===== config.mk =====
export PLATFORM = sky130hd
export DESIGN_NAME = tx_queue_random_backoff_top
export DESIGN_NICKNAME = d
export VERILOG_FILES = /design/src/rtl/tqrb_pkg.sv /design/src/rtl/tx_queue_random_backoff_top.sv /design/src/rtl/tqrb_ctrl.sv /design/src/rtl/tqrb_dp.sv
export SDC_FILE = /design/constraint.sdc
export NUM_CORES = 1
export LEC_CHECK = 0
export BUFFER_PORTS_ARGS = -buffer_cell sky130_fd_sc_hd__buf_2
export CORE_ASPECT_RATIO = 1.4
export CORE_UTILIZATION = 55
export CTS_CLUSTER_DIAMETER = 60
export DETAILED_ROUTE_END_ITERATION = 10
export GPL_TIMING_DRIVEN = 0
export PLACE_DENSITY = 0.75
export SLEW_MARGIN = 20
export SYNTH_ARGS = -nofsm -noshare
export SYNTH_HDL_FRONTEND = slang
export SYNTH_SLANG_ARGS = --single-unit

===== constraint.sdc =====
create_clock -name clk -period 11.4 [get_ports clk]
set_input_delay 1.14 -clock clk [delete_from_list [all_inputs] [get_ports clk]]
set_output_delay 1.14 -clock clk [all_outputs]
set_load 0.02 [all_outputs]

===== src/rtl/tqrb_pkg.sv =====
`default_nettype none

package tqrb_pkg;

    localparam int QUEUE_DEPTH = 6;
    localparam int BODY_WIDTH  = 32;

    localparam int IDX_W   = $clog2(QUEUE_DEPTH);
    localparam int LEVEL_W = $clog2(QUEUE_DEPTH + 1);
    localparam int ADDR_W  = 16;
    localparam int TYPE_W  = 8;
    localparam int MSG_W   = 32;
    localparam int SEED_W  = 4;
    localparam int LCG_W   = 31;
    localparam int BO_W    = 2;
    localparam int PADDR_W = 3;
    localparam int PDATA_W = 32;

    localparam logic [LCG_W-1:0] LCG_MUL = 31'd1103515245;
    localparam logic [LCG_W-1:0] LCG_ADD = 31'd12345;

    localparam logic REG_SEED = 1'b0;

    typedef logic [IDX_W-1:0]      idx_t;
    typedef logic [LEVEL_W-1:0]    level_t;
    typedef logic [BODY_WIDTH-1:0] body_t;

    typedef enum logic [1:0] {
        CMD_ENQUEUE = 2'd0,
        CMD_DONE    = 2'd1,
        CMD_TICK    = 2'd2
    } cmd_code_t;

    typedef enum logic {
        ST_IDLE,
        ST_EXEC
    } state_t;

    typedef struct packed {
        logic capture;
        logic execute;
    } dp_cmd_t;

    function automatic idx_t next_index(input idx_t idx);
        idx_t res;
        if (idx == IDX_W'(QUEUE_DEPTH - 1))
        begin
            res = '0;
        end
        else
        begin
            res = idx + 1'b1;
        end
        return res;
    endfunction

endpackage

`default_nettype wire


===== src/rtl/tx_queue_random_backoff_top.sv =====
`default_nettype none

// Transmit queue with random backoff. Each request carries a command: enqueue stores
// a message in a six-entry circular queue (dropped when full), transmission done frees
// the head entry and toggles the LED, and a timer tick counts the backoff down; done and
// tick start a send of the head message when nothing is pending and the backoff is zero,
// stepping a 31-bit LCG whose bits 6:5 give the next backoff. Every request gives
// exactly one result. A request is accepted in the idle state; the execute state then
// holds the queue update and the LCG multiply; the result sits in an output register,
// and, back in idle, the next request is taken once that register is free or being
// read. Writing backoff_seed (byte address 0) loads the LCG; configure only while idle.
module tx_queue_random_backoff_top (
    input  wire logic                            clk,
    input  wire logic                            rst_n,
    input  wire logic                            psel,
    input  wire logic                            penable,
    input  wire logic                            pwrite,
    input  wire logic [tqrb_pkg::PADDR_W-1:0]    paddr,
    input  wire logic [tqrb_pkg::PDATA_W-1:0]    pwdata,
    output logic [tqrb_pkg::PDATA_W-1:0]         prdata,
    output logic                                 pready,
    input  wire logic                            in_valid,
    output logic                                 in_ready,
    input  wire logic [1:0]                      command,
    input  wire logic [tqrb_pkg::ADDR_W-1:0]     msg_addr,
    input  wire logic [tqrb_pkg::TYPE_W-1:0]     msg_type,
    input  wire logic [tqrb_pkg::MSG_W-1:0]      msg_body,
    output logic                                 out_valid,
    input  wire logic                            out_ready,
    output logic                                 send_valid,
    output logic [tqrb_pkg::ADDR_W-1:0]          send_addr,
    output logic [tqrb_pkg::TYPE_W-1:0]          send_type,
    output logic [tqrb_pkg::MSG_W-1:0]           send_body,
    output logic                                 enqueue_accepted,
    output logic [tqrb_pkg::LEVEL_W-1:0]         queue_level,
    output logic                                 led_on
);

    tqrb_pkg::dp_cmd_t               dp_cmd;
    logic                            seed_sel;
    logic                            seed_we;
    logic [tqrb_pkg::SEED_W-1:0]     seed;

    assign pready   = 1'b1;
    assign seed_sel = (paddr[tqrb_pkg::PADDR_W-1:2] == tqrb_pkg::REG_SEED);
    assign seed_we  = psel && penable && pwrite && pready && seed_sel;
    assign prdata   = seed_sel ? tqrb_pkg::PDATA_W'(seed) : '0;

    tqrb_ctrl u_ctrl (
        .clk       (clk),
        .rst_n     (rst_n),
        .in_valid  (in_valid),
        .in_ready  (in_ready),
        .out_valid (out_valid),
        .out_ready (out_ready),
        .dp_cmd    (dp_cmd)
    );

    tqrb_dp u_dp (
        .clk              (clk),
        .rst_n            (rst_n),
        .dp_cmd           (dp_cmd),
        .command          (command),
        .msg_addr         (msg_addr),
        .msg_type         (msg_type),
        .msg_body         (msg_body),
        .seed_we          (seed_we),
        .seed_wdata       (pwdata[tqrb_pkg::SEED_W-1:0]),
        .seed             (seed),
        .send_valid       (send_valid),
        .send_addr        (send_addr),
        .send_type        (send_type),
        .send_body        (send_body),
        .enqueue_accepted (enqueue_accepted),
        .queue_level      (queue_level),
        .led_on           (led_on)
    );

    a_level_bound: assert property (@(posedge clk) disable iff (!rst_n)
        out_valid |-> queue_level <= tqrb_pkg::LEVEL_W'(tqrb_pkg::QUEUE_DEPTH))
        else $error("queue level above depth");

    a_idle_fields: assert property (@(posedge clk) disable iff (!rst_n)
        (out_valid && !send_valid) |-> (send_addr == '0 && send_type == '0 && send_body == '0))
        else $error("send fields not cleared without a send");

    a_send_or_enq: assert property (@(posedge clk) disable iff (!rst_n)
        out_valid |-> !(send_valid && enqueue_accepted))
        else $error("send and enqueue in one result");

    a_one_in_flight: assert property (@(posedge clk) disable iff (!rst_n)
        (in_valid && in_ready) |=> (!in_ready && out_valid == $past(out_valid && !out_ready)))
        else $error("request accepted while another is in flight");

endmodule

`default_nettype wire


===== src/rtl/tqrb_ctrl.sv =====
`default_nettype none

module tqrb_ctrl (
    input  wire logic             clk,
    input  wire logic             rst_n,
    input  wire logic             in_valid,
    output logic                  in_ready,
    output logic                  out_valid,
    input  wire logic             out_ready,
    output tqrb_pkg::dp_cmd_t     dp_cmd
);

    tqrb_pkg::state_t state_reg;
    tqrb_pkg::state_t state_next;
    logic             out_valid_reg;
    logic             out_valid_next;

    always_ff @(posedge clk or negedge rst_n)
    begin
        if (!rst_n)
        begin
            state_reg     <= tqrb_pkg::ST_IDLE;
            out_valid_reg <= 1'b0;
        end
        else
        begin
            state_reg     <= state_next;
            out_valid_reg <= out_valid_next;
        end
    end

    always_comb
    begin
        state_next     = state_reg;
        out_valid_next = out_valid_reg;
        in_ready       = 1'b0;
        dp_cmd         = '0;
        if (out_ready)
        begin
            out_valid_next = 1'b0;
        end
        case (state_reg)
            tqrb_pkg::ST_IDLE:
            begin
                in_ready       = !out_valid_reg || out_ready;
                dp_cmd.capture = in_valid && in_ready;
                if (dp_cmd.capture)
                begin
                    state_next = tqrb_pkg::ST_EXEC;
                end
            end
            tqrb_pkg::ST_EXEC:
            begin
                dp_cmd.execute = 1'b1;
                out_valid_next = 1'b1;
                state_next     = tqrb_pkg::ST_IDLE;
            end
            default:
            begin
                state_next = tqrb_pkg::ST_IDLE;
            end
        endcase
    end

    assign out_valid = out_valid_reg;

endmodule

`default_nettype wire


===== src/rtl/tqrb_dp.sv =====
`default_nettype none

module tqrb_dp (
    input  wire logic                            clk,
    input  wire logic                            rst_n,
    input  wire tqrb_pkg::dp_cmd_t               dp_cmd,
    input  wire logic [1:0]                      command,
    input  wire logic [tqrb_pkg::ADDR_W-1:0]     msg_addr,
    input  wire logic [tqrb_pkg::TYPE_W-1:0]     msg_type,
    input  wire logic [tqrb_pkg::MSG_W-1:0]      msg_body,
    input  wire logic                            seed_we,
    input  wire logic [tqrb_pkg::SEED_W-1:0]     seed_wdata,
    output logic [tqrb_pkg::SEED_W-1:0]          seed,
    output logic                                 send_valid,
    output logic [tqrb_pkg::ADDR_W-1:0]          send_addr,
    output logic [tqrb_pkg::TYPE_W-1:0]          send_type,
    output logic [tqrb_pkg::MSG_W-1:0]           send_body,
    output logic                                 enqueue_accepted,
    output logic [tqrb_pkg::LEVEL_W-1:0]         queue_level,
    output logic                                 led_on
);

    localparam int ENTRY_W = tqrb_pkg::ADDR_W + tqrb_pkg::TYPE_W + tqrb_pkg::BODY_WIDTH;

    logic [ENTRY_W-1:0] store_mem [tqrb_pkg::QUEUE_DEPTH];

    logic [1:0]                      cmd_reg;
    logic [tqrb_pkg::ADDR_W-1:0]     addr_reg;
    logic [tqrb_pkg::TYPE_W-1:0]     type_reg;
    tqrb_pkg::body_t                 body_reg;

    tqrb_pkg::idx_t                  head_reg, head_next;
    tqrb_pkg::idx_t                  tail_reg, tail_next;
    tqrb_pkg::level_t                level_reg, level_next;
    logic                            pending_reg, pending_next;
    logic [tqrb_pkg::BO_W-1:0]       backoff_reg, backoff_next;
    logic [tqrb_pkg::LCG_W-1:0]      lcg_reg, lcg_next;
    logic                            led_reg, led_next;
    logic [tqrb_pkg::SEED_W-1:0]     seed_reg;

    logic                            sv_reg, sv_next;
    logic [tqrb_pkg::ADDR_W-1:0]     saddr_reg, saddr_next;
    logic [tqrb_pkg::TYPE_W-1:0]     stype_reg, stype_next;
    logic [tqrb_pkg::MSG_W-1:0]      sbody_reg, sbody_next;
    logic                            acc_reg, acc_next;
    tqrb_pkg::level_t                qlvl_reg;
    logic                            led_out_reg;

    logic [tqrb_pkg::LCG_W-1:0]      lcg_mul;
    logic [tqrb_pkg::LCG_W-1:0]      lcg_step;
    tqrb_pkg::idx_t                  rd_idx;
    logic [ENTRY_W-1:0]              rd_entry_reg;
    logic                            try_send;
    logic                            store_we;

    assign lcg_mul  = lcg_reg * tqrb_pkg::LCG_MUL;
    assign lcg_step = lcg_mul + tqrb_pkg::LCG_ADD;
    assign rd_idx   = (command == tqrb_pkg::CMD_DONE) ? tqrb_pkg::next_index(head_reg)
                                                       : head_reg;

    always_comb
    begin
        head_next    = head_reg;
        tail_next    = tail_reg;
        level_next   = level_reg;
        pending_next = pending_reg;
        backoff_next = backoff_reg;
        lcg_next     = lcg_reg;
        led_next     = led_reg;
        try_send     = 1'b0;
        store_we     = 1'b0;
        acc_next     = 1'b0;
        case (cmd_reg)
            tqrb_pkg::CMD_ENQUEUE:
            begin
                if (level_reg < tqrb_pkg::LEVEL_W'(tqrb_pkg::QUEUE_DEPTH))
                begin
                    store_we   = 1'b1;
                    tail_next  = tqrb_pkg::next_index(tail_reg);
                    level_next = level_reg + 1'b1;
                    acc_next   = 1'b1;
                end
            end
            tqrb_pkg::CMD_DONE:
            begin
                if (level_reg != '0)
                begin
                    led_next     = !led_reg;
                    level_next   = level_reg - 1'b1;
                    head_next    = tqrb_pkg::next_index(head_reg);
                    pending_next = 1'b0;
                    try_send     = (level_next != '0) && (backoff_reg == '0);
                end
            end
            tqrb_pkg::CMD_TICK:
            begin
                if (level_reg != '0)
                begin
                    if (backoff_reg != '0)
                    begin
                        backoff_next = backoff_reg - 1'b1;
                    end
                    else
                    begin
                        try_send = !pending_reg;
                    end
                end
            end
            default:
            begin
                try_send = 1'b0;
            end
        endcase
        sv_next    = try_send;
        saddr_next = '0;
        stype_next = '0;
        sbody_next = '0;
        if (try_send)
        begin
            pending_next = 1'b1;
            lcg_next     = lcg_step;
            backoff_next = lcg_step[6:5];
            saddr_next   = rd_entry_reg[ENTRY_W-1 -: tqrb_pkg::ADDR_W];
            stype_next   = rd_entry_reg[tqrb_pkg::BODY_WIDTH +: tqrb_pkg::TYPE_W];
            sbody_next   = tqrb_pkg::MSG_W'(rd_entry_reg[tqrb_pkg::BODY_WIDTH-1:0]);
        end
    end

    always_ff @(posedge clk or negedge rst_n)
    begin
        if (!rst_n)
        begin
            head_reg    <= '0;
            tail_reg    <= '0;
            level_reg   <= '0;
            pending_reg <= 1'b0;
            backoff_reg <= '0;
            lcg_reg     <= '0;
            led_reg     <= 1'b0;
            seed_reg    <= '0;
        end
        else
        begin
            if (seed_we)
            begin
                seed_reg <= seed_wdata;
                lcg_reg  <= tqrb_pkg::LCG_W'(seed_wdata);
            end
            else if (dp_cmd.execute)
            begin
                lcg_reg <= lcg_next;
            end
            if (dp_cmd.execute)
            begin
                head_reg    <= head_next;
                tail_reg    <= tail_next;
                level_reg   <= level_next;
                pending_reg <= pending_next;
                backoff_reg <= backoff_next;
                led_reg     <= led_next;
            end
        end
    end

    always_ff @(posedge clk)
    begin
        if (dp_cmd.capture)
        begin
            cmd_reg  <= command;
            addr_reg <= msg_addr;
            type_reg <= msg_type;
            body_reg <= tqrb_pkg::BODY_WIDTH'(msg_body);
        end
        if (dp_cmd.execute)
        begin
            sv_reg      <= sv_next;
            saddr_reg   <= saddr_next;
            stype_reg   <= stype_next;
            sbody_reg   <= sbody_next;
            acc_reg     <= acc_next;
            qlvl_reg    <= level_next;
            led_out_reg <= led_next;
        end
    end

    always_ff @(posedge clk)
    begin
        if (dp_cmd.execute && store_we)
        begin
            store_mem[tail_reg] <= {addr_reg, type_reg, body_reg};
        end
        if (dp_cmd.capture)
        begin
            rd_entry_reg <= store_mem[rd_idx];
        end
    end

    assign seed             = seed_reg;
    assign send_valid       = sv_reg;
    assign send_addr        = saddr_reg;
    assign send_type        = stype_reg;
    assign send_body        = sbody_reg;
    assign enqueue_accepted = acc_reg;
    assign queue_level      = qlvl_reg;
    assign led_on           = led_out_reg;

endmodule

`default_nettype wire

==> metrics, run 1 <==
Max Slew Vio Count=0; CTS tree=built; Post-synth EDFFs=512; Worst Hold Depth=2; Row Count=83; Hold EP=u_dp.seed[3]$_DFFE_PN0P_; top-level I/O count=197; sequential area share after synthesis=0.785; worst-path cell chain=ha_1 > ha_1 > inv_1 > fa_1 > inv_1 > ha_1 > inv_1 > ha_1 > inv_1 > fa_1 > inv_1 > ha_1 > a31oi_1 > xnor3_1 > xnor2_1 > o31ai_1 > a2bb2oi_1; count of input and output buffers=137; Min-Delay Path Class=reg2reg; Die H=230 µm; Reg2Reg Launch Point=u_dp.lcg_reg[2]$_DFFE_PN0P_; slowest stage delay, CP=0.54 ns; Slew HR=0.451; # fillers=2461; cts bufs inserted=47; Synth Warn #=0; Period minus WS final=4.25 ns; Final setup viols=0; chip width=165 µm; post-route ant nets=0; Setup Skew=0.0221 ns; total gr overflow=0; commonest non-fill, non-tap cell in the layout=edfxtp_1; postcts setup bufs=0; Post-Route WL=38.0 mm; Max Cap Viol=0; Syn Std Cell Area=20400 µm²; Yosys top cell area share=0.753; CP required=11.83 ns; path depth of the worst reg2reg path=17; Vias=9816; R2R Path End=u_dp.backoff_reg[1]$_DFFE_PN0P_; ranking of synthesized cells by area=edfxtp_1, mux4_2, dfrtp_1; area leader, netlist=edfxtp_1; initial core utilization=0.557; PostCTS Resize Cnt=0; P&R area growth vs syn=16.5%; DIE AREA=37900 µm²; FF-to-FF setup slack=7.15 ns; Cell Pwr Density=238 nW/µm²; CTS max path bufs=3; wire length of the first global-routing pass=57.0 mm; #FFs+latches synth=538; CTS root buffer=clkbuf_16; share of cells above drive strength 1=0.265; Worst Setup End Kind=register; clk_lat worst skew=0.57 ns; htree depth=2; GRT Total Usage=0.207; TNS Setup=0 ns; delay-heaviest family, CP=adder cells; vias in the first global route=10.0k; hold-fix buffers at CTS=0; largest net degree at the start of global routing=49; Post-DP Area=22300 µm²; Post-DP HPWL=24.5 mm; core area=36700 µm²; clock sink count=538; max reg flops=336; top_reg_cell synth=edfxtp_1; final hold vios=0; Vias/cell=5.45; critical path class=reg2reg; most frequent cells in the layout=edfxtp_1, buf_2, nand2_1, mux2i_1, and2_1; CP Max Fanout=4; clk slew on worst S/H paths=0.06 ns; Netlist cell types=49; RSZ-0062 raised after global routing=false; status=completed; crit path DAT=4.68 ns; hold_sp=u_dp.seed[3]$_DFFE_PN0P_; drt drc=0; WP depth=17; Slew @ Worst Pin=0.822 ns; Slowest cell on crit path=fa_1; Syn Inst Count=1057; crit share post-route=0.373; design area=23800 µm²; n_diodes=0; syn avg cell area=19.3 µm²; 1st-iter DRT viols=696; ys async rst share=0.0483; startpoint types=register; global placement routability congestion=0.849; initial antenna violation count=0; routed len/inst=21.1 µm; leak pwr=0.00872 µW; f_max=235 MHz; drt first pass iters=4; Worst Path Buf+Inv=5; final net count=1428; maximum vdd ir drop=0.390 mV
-- layout make-up --
| type | instances | area (µm²) | share of cell area |
|---|---|---|---|
| multi-input cells | 456 | 3980 | 0.167 |
| flip-flops and latches | 538 | 16000 | 0.674 |
| repair buffers | 169 | 1170 | 0.0492 |
| clock inverters | 17 | 196 | 0.00826 |
| plain buffers | 70 | 479 | 0.0201 |
| well taps | 467 | 584 | 0.0246 |
| inverters | 20 | 75.1 | 0.00316 |
| clock buffers | 64 | 1270 | 0.0534 |
-- worst min-delay path: cells and delay by family, from the launching register on --
| kind | cells | cell delay [ns] |
|---|---|---|
| flip-flops | 1 | 0.33 |
| AND/OR/NAND/NOR | 2 | 0.10 |
-- worst max-delay path by stage --
stage                                       to                         from
2_1_floorplan   u_dp.store_mem[0][0]$_DFFE_PP_   u_ctrl.state_reg$_DFF_PN0_
3_3_place_gp    u_dp.store_mem[0][8]$_DFFE_PP_   u_ctrl.state_reg$_DFF_PN0_
3_5_place_dp   u_dp.backoff_reg[1]$_DFFE_PN0P_  u_dp.lcg_reg[3]$_DFFE_PN0P_
4_1_cts        u_dp.backoff_reg[1]$_DFFE_PN0P_  u_dp.lcg_reg[3]$_DFFE_PN0P_
5_1_grt        u_dp.backoff_reg[1]$_DFFE_PN0P_  u_dp.lcg_reg[3]$_DFFE_PN0P_
6_report       u_dp.backoff_reg[1]$_DFFE_PN0P_  u_dp.lcg_reg[2]$_DFFE_PN0P_
-- power by group --
part | leakage (µW) | internal [µW] | switching (µW) | total [µW]
Clock | 0.000720 | 871 | 658 | 1530
Sequential | 0.00502 | 2410 | 89.8 | 2500
Combinational | 0.00298 | 780 | 847 | 1630
-- layer usage --
layer	global-route usage	part of all wire	up-vias
met2	0.371	0.54	324
met5	0	0	-
met1	0.259	0.39	4966
li1	-	-	4473
met4	0.0651	0.022	0
met3	0.0262	0.048	53
-- kinds of logic (layout without fill, tap and decap cells) --
logic type / count (synthesis) / in the layout / synth area share
multiplexers: 123 / 123 / 0.0949
flip-flops: 538 / 538 / 0.785
AND/OR/NAND/NOR: 181 / 181 / 0.0445
XOR/XNOR: 14 / 14 / 0.00840
AO/OA/AOI/OAI: 83 / 83 / 0.0228
buffers and inverters: 90 / 340 / 0.0271
adder cells (fa/ha/maj): 26 / 26 / 0.0170
other: 2 / 29 / 0.000368
-- through the flow --
step	utilization	std cells	hold WS, ns	worst slack [ns]	power, µW
after detailed placement	0.609	1720	0.456	7.13	4180
after global placement	0.594	1688	0.452	0.260	4100
after CTS	0.649	1801	0.472	7.10	5710
final	0.649	1801	0.465	7.15	5650
after floorplan	-	1084	0.438	4.74	3760
after global routing	0.649	1801	0.487	6.86	5940
-- cell usage after synthesis (2+ instances only) --
cell / n
nor2_1: 13
dfrtp_1: 26
o31ai_1: 2
nand3_1: 4
mux2_2: 5
ha_1: 23
fa_1: 3
buf_1: 3
buf_6: 3
and2_1: 59
nand4b_1: 2
nor3_1: 2
buf_4: 35
buf_8: 5
a21o_1: 5
xnor3_1: 3
edfxtp_1: 512
a21oi_1: 7
o21ai_1: 40
conb_1: 2
mux2i_1: 62
mux4_2: 56
nand2b_1: 4
nand2_1: 81
inv_1: 20
o211a_1: 2
clkbuf_1: 19
o21ai_0: 18
a31oi_1: 3
nor2b_1: 7
xnor2_1: 9
buf_2: 5
Note: power is estimated with default switching activity, not from simulation.
==> run 2: changes to the inputs <==
- CORE_UTILIZATION: 55 -> 53
- clock period: 11.4 -> 3.5 ns (I/O delays scaled with it)
==> metrics, run 2 (synthesized netlist as in run 1, its figures left out) <==
status=finished with violations; failing checks=negative setup slack; Period minus WS final=3.93 ns; clk_lat worst skew=0.56 ns; Slew @ Worst Pin=0.750 ns; final worst slack=-0.426 ns; placed cells=1718; CP required=3.98 ns; drt first pass iters=5; Worst Hold Depth=3; Post-DP HPWL=24.6 mm; Max Slew Vio Count=0; most frequent cells in the layout=edfxtp_1, buf_2, nand2_1, mux2i_1, dlygate4sd3_1; Min-Delay Path Class=in2reg; Hold EP=u_dp.seed[1]$_DFFE_PN0P_; Vias/cell=5.44; n_diodes=0; # fillers=2463; share of cells above drive strength 1=0.269; vias in the first global route=10.5k; GRT Total Usage=0.203; core area=37700 µm²; Row Count=84; post-route ant nets=0; Worst Setup End Kind=register; crit share post-route=1.12; fin cells=1870; CTS max path bufs=3; final hold vios=0; htree depth=2; Setup Slack @ Placement=-0.542 ns; RSZ-0062 raised after global routing=true; initial core utilization=0.541; Die H=234 µm; clk slew on worst S/H paths=0.06 ns; CTS root buffer=clkbuf_16; cts bufs inserted=48; chip width=168 µm; 1st-iter DRT viols=757; FF-to-FF setup slack=-0.43 ns; R2R Path End=u_dp.lcg_reg[6]$_DFFE_PN0P_; count of input and output buffers=137; Slowest cell on crit path=fa_1; slowest stage delay, CP=0.50 ns; Cell Pwr Density=823 nW/µm²; commonest non-fill, non-tap cell in the layout=edfxtp_1; storage element area=16000 µm²; final net count=1484; f_max=255 MHz; Post-Route WL=39.3 mm; DIE AREA=39300 µm²; leak pwr=0.00905 µW; critical path class=reg2reg; drt drc=0; path depth of the worst reg2reg path=18; CTS tree=built; top-level I/O count=197; Max Cap Viol=0; crit path DAT=4.40 ns; Setup Skew=0.0181 ns; maximum vdd ir drop=1.03 mV; startpoint types=register; wire length of the first global-routing pass=59.0 mm; hold slack=0.0196 ns; worst-path cell chain=ha_4 > ha_4 > inv_2 > fa_1 > inv_2 > ha_4 > inv_2 > ha_4 > inv_2 > fa_1 > inv_2 > ha_4 > a31oi_4 > xnor3_1 > xnor2_2 > buf_4 > nand2_2 > a21oi_2; Slew HR=0.499; Vias=10.2k; total gr overflow=0; largest net degree at the start of global routing=47; max reg flops=336; CP Max Fanout=4; initial antenna violation count=0; routed len/inst=21.0 µm; Reg2Reg Launch Point=u_dp.lcg_reg[2]$_DFFE_PN0P_; clock sink count=538; P&R area growth vs syn=21.2%; hold_sp=pwdata[1]; Final setup viols=4; global placement routability congestion=0.814; area of the multi-input gates=4120 µm²
-- run 2: cell types whose count changed in the layout (fill, tap and decap cells not counted), sizes merged --
cell	previous run	this run
buf	220	216
bufinv	4	8
clkinv	12	14
clkinvlp	0	1
dlygate4sd3	0	59
inv	21	22
-- run 2: metal layers --
layer,GRT usage,vias to the layer above,share of wire,wire [µm]
li1,-,4598,-,-
met5,0,-,0,0
met3,0.0273,75,0.050,1950
met4,0.0860,0,0.033,1310
met1,0.248,5150,0.39,15200
met2,0.364,346,0.53,20800
-- run 2: worst max path at each step --
stage	from	endpoint	slack (ns)
after global placement	u_ctrl.state_reg$_DFF_PN0_	u_dp.store_mem[1][7]$_DFFE_PP_	-1.77
after floorplan	u_dp.lcg_reg[3]$_DFFE_PN0P_	u_dp.backoff_reg[1]$_DFFE_PN0P_	-0.27
after CTS	u_dp.lcg_reg[2]$_DFFE_PN0P_	u_dp.backoff_reg[1]$_DFFE_PN0P_	-0.46
after detailed placement	u_dp.lcg_reg[3]$_DFFE_PN0P_	u_dp.backoff_reg[1]$_DFFE_PN0P_	-0.54
final	u_dp.lcg_reg[2]$_DFFE_PN0P_	u_dp.lcg_reg[6]$_DFFE_PN0P_	-0.43
after global routing	u_dp.lcg_reg[2]$_DFFE_PN0P_	u_dp.lcg_reg[6]$_DFFE_PN0P_	-0.58
-- run 2: critical path, delay by kind of cell, from the launching register on --
kind,cells,cell delay (ns)
xor gates and xnor gates,2,0.51
adders and majority gates,7,2.21
AOI/OAI and AO/OA,2,0.27
DFF,1,0.46
buffers and inverters,6,0.35
and+or+nand+nor,1,0.05
-- run 2: what timing repair did --
item / 4_1_cts / 5_1_grt
setup endpoints to repair: 4 / 4
resized for setup: 4 / 9
endpoints found under the hold margin: 82 / 2
pin swaps: 4 / 2
hold buffers: 57 / 2
setup buffers: 4 / 0
-- run 2: where the power goes --
part	leakage (µW)	internal [µW]	switching, µW
Sequential	0.00502	7840	297
Combinational	0.00324	3480	3360
Clock	0.000787	3170	2210
Total	0.00905	14500	5870
-- run 2: metrics by stage --
step / TNS, ns / instance area, µm² / utilization / total power [µW]
finish: -0.864 / 24700 / 0.656 / 20400
floorplan: -0.595 / 20600 / - / 12500
CTS: -1.03 / 24700 / 0.654 / 20300
global route: -1.42 / 24700 / 0.656 / 21300
global placement: -470.63 / 21900 / 0.581 / 13700
detailed placement: -0.954 / 22400 / 0.594 / 13900
-- run 2: final cells by class --
cell class,count,area share
Inverter,20,0.00303
Buffer,70,0.0198
Multi-Input combinational cell,456,0.166
Clock inverter,25,0.0133
Sequential cell,538,0.648
Timing Repair Buffer,224,0.0737
Tap cell,473,0.0239
Clock buffer,64,0.0518
==> run 3: changes to the inputs <==
- RECOVER_POWER: not set -> 50
==> metrics, run 3 (synthesized netlist as in run 1, its figures left out) <==
Max Slew Vio Count=27; Post-DP HPWL=24.6 mm; RSZ-0062 raised after global routing=true; Vias=10.1k; Critical Path Start=u_dp.lcg_reg[2]$_DFFE_PN0P_; 1st-iter DRT viols=745; share of cells above drive strength 1=0.206; n_diodes=0; Max Cap Viol=1; status=finished with violations; # fillers=2511; initial core utilization=0.541; FF-to-FF setup slack=-0.42 ns; global placement routability congestion=0.814; most frequent cells in the layout=edfxtp_1, clkbuf_1, nand2_1, mux2i_1, dlygate4sd3_1; Slew HR=-0.0142; Row Count=84; core area=37700 µm²; hold slack=0.0195 ns; CTS root buffer=clkbuf_16; area of the multi-input gates=4110 µm²; CP required=3.98 ns; leak pwr=0.00879 µW; Post-DP Area=22400 µm²; crit share post-route=1.12; DIE AREA=39300 µm²; post-route ant nets=0; final hold vios=0; wire length of the first global-routing pass=59.0 mm; Worst Setup End Kind=register; drt first pass iters=5; Setup Skew=0.0189 ns; Min-Delay Path Class=in2reg; commonest non-fill, non-tap cell in the layout=edfxtp_1; Post-Route WL=39.3 mm; design area=24600 µm²; clk slew on worst S/H paths=0.06 ns; R2R Path End=u_dp.lcg_reg[6]$_DFFE_PN0P_; initial antenna violation count=0; Reg2Reg Launch Point=u_dp.lcg_reg[2]$_DFFE_PN0P_; CTS tree=built; count of input and output buffers=137; crit path DAT=4.40 ns; Util after Layout=0.653; htree depth=2; Setup Slack @ Placement=-0.542 ns; storage element area=16000 µm²; final worst slack=-0.423 ns; total gr overflow=0; clock sink count=538; chip width=168 µm; top-level I/O count=197; Die H=234 µm; largest net degree at the start of global routing=47; crit path capture=u_dp.lcg_reg[6]$_DFFE_PN0P_; startpoint types=register; Final setup viols=4; cts bufs inserted=48; Slew @ Worst Pin=1.52 ns; path depth of the worst reg2reg path=18; Cell Pwr Density=826 nW/µm²; drt drc=0; vias in the first global route=10.5k; Period minus WS final=3.92 ns; max reg flops=336; routed len/inst=21.0 µm; placed cells=1718; CTS max path bufs=3; critical path class=reg2reg; maximum vdd ir drop=1.03 mV; P&R area growth vs syn=20.6%; clk_lat worst skew=0.56 ns; f_max=255 MHz; final net count=1484; GRT Total Usage=0.203; hold_sp=pwdata[1]; fin cells=1870; CP Max Fanout=4; failing checks=max-capacitance violations, max-slew violations, negative setup slack; Vias/cell=5.41
## run 3: what timing repair did
item                                    in CTS  in global routing
hold buffers                                57                  2
hold endpoints to repair                    82                  2
endpoints found under the setup margin       4                  4
gates resized for setup                      4                  9
pin swaps                                    4                  2
setup buffers                                4                  0
## run 3: power by group
group          internal (µW)  switching (µW)  leakage [µW]  total, µW
clock network           3170            2210      0.000787       5380
registers               7840             301       0.00502       8140
logic                   3450            3360       0.00298       6810
total                  14500            5870       0.00879      20300
## run 3: through the flow
stage          TNS, ns  power [µW]
2_1_floorplan   -0.595       12500
3_3_place_gp   -470.63       13700
3_5_place_dp    -0.954       13900
4_1_cts          -1.03       20300
5_1_grt          -4.47       21300
6_report        -0.857       20300
## run 3: worst max-delay path, stage by stage (launching register included)
cell and delay (ns):
dfrtp_2 0.46, ha_4 0.24, ha_4 0.26, inv_2 0.03, fa_1 0.48, inv_2 0.05
ha_4 0.26, inv_2 0.04, ha_4 0.25, inv_2 0.03, fa_1 0.50, inv_2 0.05
ha_4 0.22, a31oi_4 0.14, xnor3_1 0.29, xnor2_2 0.22, buf_4 0.15, nand2_2 0.05
a21oi_2 0.13
## run 3: worst min-delay path by stage
stage / to / slack (ns) / depth (start not counted)
4_1_cts: u_dp.body_reg[2]$_DFFE_PP_ / 0.0009 / 1
3_3_place_gp: u_dp.lcg_reg[0]$_DFFE_PN0P_ / 0.39 / 1
2_1_floorplan: u_ctrl.out_valid$_DFFE_PN0P_ / 0.05 / 0
3_5_place_dp: u_dp.lcg_reg[0]$_DFFE_PN0P_ / 0.40 / 1
5_1_grt: u_dp.seed[1]$_DFFE_PN0P_ / 0.02 / 3
6_report: u_dp.seed[1]$_DFFE_PN0P_ / 0.02 / 3
## run 3: layer usage
metal,wire length [µm],track usage,up-vias
li1,-,-,4593
met1,15400,0.248,5120
met2,20700,0.364,329
met3,1860,0.0273,78
met4,1300,0.0860,0
met5,0,0,-
## run 3: area by class of cell
| type | count | area share |
|---|---|---|
| sequential | 538 | 0.651 |
| timing repair buffer | 224 | 0.0697 |
| buffer | 70 | 0.0199 |
| multi-input combinational | 456 | 0.167 |
| clock inverter | 25 | 0.0134 |
| tap | 473 | 0.0240 |
| clock buffer | 64 | 0.0521 |
| inverter | 20 | 0.00305 |
